[src/design/mfgr_pkg.sv]
// ----------------------------------------------------------------------------
// mfgr_pkg
// Shared types, codes and helpers of the gray-rank color median filter.
// ----------------------------------------------------------------------------
package mfgr_pkg;

	localparam int PIXEL_W  = 24;
	localparam int GRAY_W   = 8;
	localparam int CFG_W    = 11;
	localparam int CFG_IDX_W = 2;

	// Register indexes of the configuration port.
	localparam logic [CFG_IDX_W-1:0] CFG_IMAGE_WIDTH  = 2'd0;
	localparam logic [CFG_IDX_W-1:0] CFG_IMAGE_HEIGHT = 2'd1;
	localparam logic [CFG_IDX_W-1:0] CFG_RADIUS       = 2'd2;

	// Divide by three: floor(s * 683 / 2048) equals floor(s / 3) for s < 768.
	localparam logic [9:0] DIV3_MUL   = 10'd683;
	localparam int         DIV3_SHIFT = 11;

	typedef enum logic [2:0] {
		ST_IDLE,
		ST_CHECK,
		ST_READ,
		ST_LAST,
		ST_SHIFT,
		ST_OUT
	} state_t;

	typedef struct packed {
		logic                valid;
		logic [GRAY_W-1:0]   gray;
		logic [PIXEL_W-1:0]  color;
	} cell_t;

	typedef struct packed {
		logic clear;
		logic insert;
		logic shift;
	} chain_ctrl_t;

	function automatic logic [GRAY_W-1:0] gray_of(input logic [PIXEL_W-1:0] p);
		logic [9:0]  sum;
		logic [19:0] prod;
		sum  = 10'(p[7:0]) + 10'(p[15:8]) + 10'(p[23:16]);
		prod = 20'(sum) * 20'(DIV3_MUL);
		return prod[DIV3_SHIFT +: GRAY_W];
	endfunction

endpackage

[src/design/mfgr_cell.sv]
// ----------------------------------------------------------------------------
// mfgr_cell
// One slot of the sorting chain: stable insertion by gray, shift toward head.
// ----------------------------------------------------------------------------
module mfgr_cell (
	input  logic                          clk,
	input  logic                          arst_n,
	input  mfgr_pkg::chain_ctrl_t         ctrl,
	input  logic [mfgr_pkg::GRAY_W-1:0]   new_gray,
	input  logic [mfgr_pkg::PIXEL_W-1:0]  new_color,
	input  mfgr_pkg::cell_t               prev_cell,
	input  logic                          prev_gt,
	input  mfgr_pkg::cell_t               next_cell,
	output mfgr_pkg::cell_t               cur_cell,
	output logic                          gt
);

	logic                          valid_q;
	logic [mfgr_pkg::GRAY_W-1:0]   gray_q;
	logic [mfgr_pkg::PIXEL_W-1:0]  color_q;
	logic                          take_prev;
	logic                          take_new;

	assign cur_cell = '{valid: valid_q, gray: gray_q, color: color_q};

	// Equal grays go behind the stored ones, which keeps arrival order.
	assign gt = valid_q && (new_gray < gray_q);

	always_comb begin
		take_prev = 1'b0;
		take_new  = 1'b0;
		if (gt) begin
			take_prev = prev_gt;
			take_new  = !prev_gt;
		end else if (!valid_q) begin
			take_prev = prev_gt;
			take_new  = !prev_gt && prev_cell.valid;
		end
	end

	always_ff @(posedge clk or negedge arst_n) begin
		if (!arst_n) begin
			valid_q <= 1'b0;
		end else if (ctrl.clear) begin
			valid_q <= 1'b0;
		end else if (ctrl.shift) begin
			valid_q <= next_cell.valid;
		end else if (ctrl.insert && (take_prev || take_new)) begin
			valid_q <= 1'b1;
		end
	end

	always_ff @(posedge clk) begin
		if (ctrl.shift) begin
			gray_q  <= next_cell.gray;
			color_q <= next_cell.color;
		end else if (ctrl.insert && take_prev) begin
			gray_q  <= prev_cell.gray;
			color_q <= prev_cell.color;
		end else if (ctrl.insert && take_new) begin
			gray_q  <= new_gray;
			color_q <= new_color;
		end
	end

endmodule

[config.mk]
export PLATFORM = sky130hd
export DESIGN_NAME = mfgr_cell
export DESIGN_NICKNAME = d
export VERILOG_FILES = /design/src/design/mfgr_pkg.sv /design/src/design/mfgr_cell.sv
export SDC_FILE = /design/constraint.sdc
export NUM_CORES = 1
export LEC_CHECK = 0
export BUFFER_PORTS_ARGS = -buffer_cell sky130_fd_sc_hd__buf_2
export CAP_MARGIN = 15
export CORE_MARGIN = 2
export CORE_UTILIZATION = 45
export CTS_CLUSTER_SIZE = 16
export DETAILED_ROUTE_END_ITERATION = 16
export PLACE_DENSITY = 0.86
export SLEW_MARGIN = 20
export SYNTH_ARGS = -nofsm -noshare
export SYNTH_HDL_FRONTEND = slang
export SYNTH_SLANG_ARGS = --single-unit
[constraint.sdc]
create_clock -name clk -period 4.6 [get_ports clk]
set_input_delay 0.46 -clock clk [delete_from_list [all_inputs] [get_ports clk]]
set_output_delay 0.46 -clock clk [all_outputs]
set_load 0.05 [all_outputs]
==> flow_metrics.py <==
metrics = {
    "yosys": {
        "avgSynthCellArea_sq_um": 13.4,
        "synth_top_area_share": 0.479,
        "synth.distinct_cells": 28,
        "synth-seq-area-share": 0.491,
        "syn_nets": 261,
        "synth_common_cells": "32 x a22o_1, 32 x edfxtp_1, 30 x a221o_1, 9 x inv_1, 7 x ha_1",
        "ys.flop_type": "edfxtp_1",
        "synth_edf_count": 32,
        "netlist_area_sq_um": 2010,
        "yosysTopAreaCell": "edfxtp_1",
        "netlist_instances": 150,
        "yosysWarnings": 0,
        "ys_top_cells_by_area": "edfxtp_1 48%, a221o_1 15%, a22o_1 14%",
        "async_flop_share": 0.0303,
        "ys_ff_latch": 33,
    },
    "cts": {
        "clock_path_buffers": 2,
        "cts-buffers-inserted": 5,
        "cts.sinks": 33,
        "htree_levels": 2,
        "cts.hold.buffers_added": 1,
        "clkLatencyLatePin_ns": 0.28,
        "cts_tree": "done",
        "cts.repair.resized": 0,
        "clockRootBuffer": "clkbuf_8",
        "clkTransAtPathRegs_ns": 0.06,
        "cts_setup_buffers": 0,
    },
    "timing": {
        "tns_ns": 0,
        "fin_skew_ns": 0.00448,
        "min_period_ns": 2.47,
        "rsz0062_at_grt": "false",
        "hold_viol": 0,
        "finalCritPeriodShare": 0.536,
        "fmax_mhz": 405,
        "setup_viol_count_final": 0,
        "slew_violations": 0,
        "timing.slew.headroom": 0.386,
        "worst_pin_slew_ns": 0.921,
    },
    "critical_path": {
        "start_kind": "flip-flop",
        "required_ns": 4.14,
        "r2r_end": "color_q[18]",
        "cp_slowest_cell": "edfxtp_1",
        "slowest_delay_ns": 0.37,
        "r2r_start": "gray_q[5]",
        "crit_chain": "inv_1 -> ha_1 -> a41oi_1 -> a221o_2 -> o21a_1 -> and2_1 -> buf_2",
        "startpoint": "gray_q[5]",
        "arrival_ns": 2.01,
        "cp_max_fo": 3,
        "r2r_cells": 6,
        "cp-end-kind": "output port",
        "regToRegSetupSlack_ns": 2.19,
        "crit_path_end": "gt",
        "criticalPathCategory": "flip-flop to output port",
    },
    "drt": {
        "vias": 1962,
        "dr.pass1.iters": 4,
        "detail_route.wl_per_cell_um": 16.6,
        "routed_wl_um": 5590,
        "vias_per_cell": 5.84,
        "antenna_left": 0,
        "drc_errors": 0,
        "drt_iter0_drc": 224,
    },
    "grt": {
        "grt_pass1_vias": 1864,
        "grt_pass1_wl_um": 8680,
        "grtUsageTotal": 0.220,
        "grt_max_degree": 39,
        "antenna_found_initial": 0,
        "gr-total-overflow": 0,
    },
    "pwr": {
        "peakVddDrop_v": 0.000166,
        "p_leak_uw": 0.00130,
        "p_per_area_nw_per_um2": 346,
    },
    "final_layout": {
        "regArea_sq_um": 986,
        "syn2layout_area_growth_pct": 37.4,
        "fin_cells": 336,
        "fillCellCount": 363,
        "layout.nets": 394,
        "n_antenna_cell": 0,
        "layout-drive-gt1-share": 0.556,
        "multi_input_area_sq_um": 881,
    },
    "floorplan": {
        "io_pins": 138,
        "num_rows": 24,
        "die_area_sq_um": 5010,
        "fp.dieW_um": 70.8,
        "die_y_um": 70.8,
        "start_util": 0.464,
        "coreArea_sq_um": 4320,
    },
    "place": {
        "port_buffers": 137,
        "gp_congestion": 0.746,
        "dp_cells": 327,
        "dp_hpwl_um": 4090,
    },
    "hold_path": {
        "hold_class": "primary input to flip-flop",
        "min_from": "ctrl[2]",
    },
    "flow_run": {
        "cap_violations": 0,
    },
    "outcome": {
        "status": "complete, no violations",
    },
}
[power breakdown]
part / total, uW / switching (uW) / internal (uW)
Clock: 205 / 100 / 105
Combinational: 355 / 238 / 118
Sequential: 395 / 15.3 / 380
Total: 956 / 353 / 603
[layout by cell type, fill, tap and decap left out, drive strengths merged]
master,Yosys,routed
a211oi,1,1
a21oi,1,1
a221o,33,33
a221oi,1,1
a22o,32,32
a311o,1,1
a41oi,1,1
and2,1,1
buf,11,139
clkbuf,3,6
clkinv,0,2
dfrtp,1,1
dlygate4sd3,0,1
edfxtp,32,32
ha,7,7
inv,9,9
nand2,1,1
nor2,5,5
nor3b,1,1
nor4,1,1
o21a,1,1
o21ai,4,4
o22ai,1,1
or2,1,1
or2b,1,1
[registers in the layout (all words and copies together), names as in the netlist]
register and flops:
color_q 24, valid_q 1, gray_q 8
[area by class of cell]
| type | count | share of cell area |
|---|---|---|
| inverter | 9 | 0.0122 |
| multi-input combinational | 94 | 0.319 |
| timing repair buffer | 140 | 0.258 |
| clock inverter | 2 | 0.00363 |
| sequential | 33 | 0.357 |
| clock buffer | 6 | 0.0263 |
| tap | 52 | 0.0236 |
[worst max-delay path, delay by kind of cell, from the launching register on]
family	cells	cell delay [ns]
buf+inv	2	0.28
fa+ha+maj	1	0.32
simple gates	1	0.15
flops	1	0.37
compound gates	3	0.63
[metrics by stage]
| stage | instance area [sq um] | setup slack [ns] | hold slack, ns | total power [uW] | utilization |
|---|---|---|---|---|---|
| global placement | 2670 | 2.09 | 0.237 | 748 | 0.617 |
| CTS | 2760 | 2.14 | 0.321 | 962 | 0.638 |
| floorplan | 2010 | 1.74 | 0.164 | 655 | - |
| detailed placement | 2670 | 2.04 | 0.238 | 756 | 0.617 |
| global route | 2760 | 2.03 | 0.328 | 996 | 0.638 |
| finish | 2760 | 2.13 | 0.328 | 956 | 0.638 |
[how the worst min path moves through the flow]
stage,endpoint,slack [ns],cells after the start
final,valid_q,0.33,2
after global routing,valid_q,0.33,2
after CTS,valid_q,0.32,2
after detailed placement,valid_q,0.24,1
after global placement,valid_q,0.24,1
after floorplan,valid_q,0.16,0
[cell families after synthesis]
group	count (synthesis)	synth area share
adders and majority gates	7	0.0436
and+or+nand+nor	11	0.0368
AOI/OAI and AO/OA	76	0.358
DFF	33	0.491
buffers and inverters	23	0.0710
[layer usage]
| layer | vias to the layer above | global-route usage | part of all wire |
|---|---|---|---|
| met5 | - | 0 | 0 |
| met1 | 915 | 0.275 | 0.40 |
| li1 | 921 | - | - |
| met2 | 117 | 0.368 | 0.49 |
| met3 | 9 | 0.0598 | 0.097 |
| met4 | 0 | 0.0797 | 0.014 |
Power figures use the tool's default switching activity.
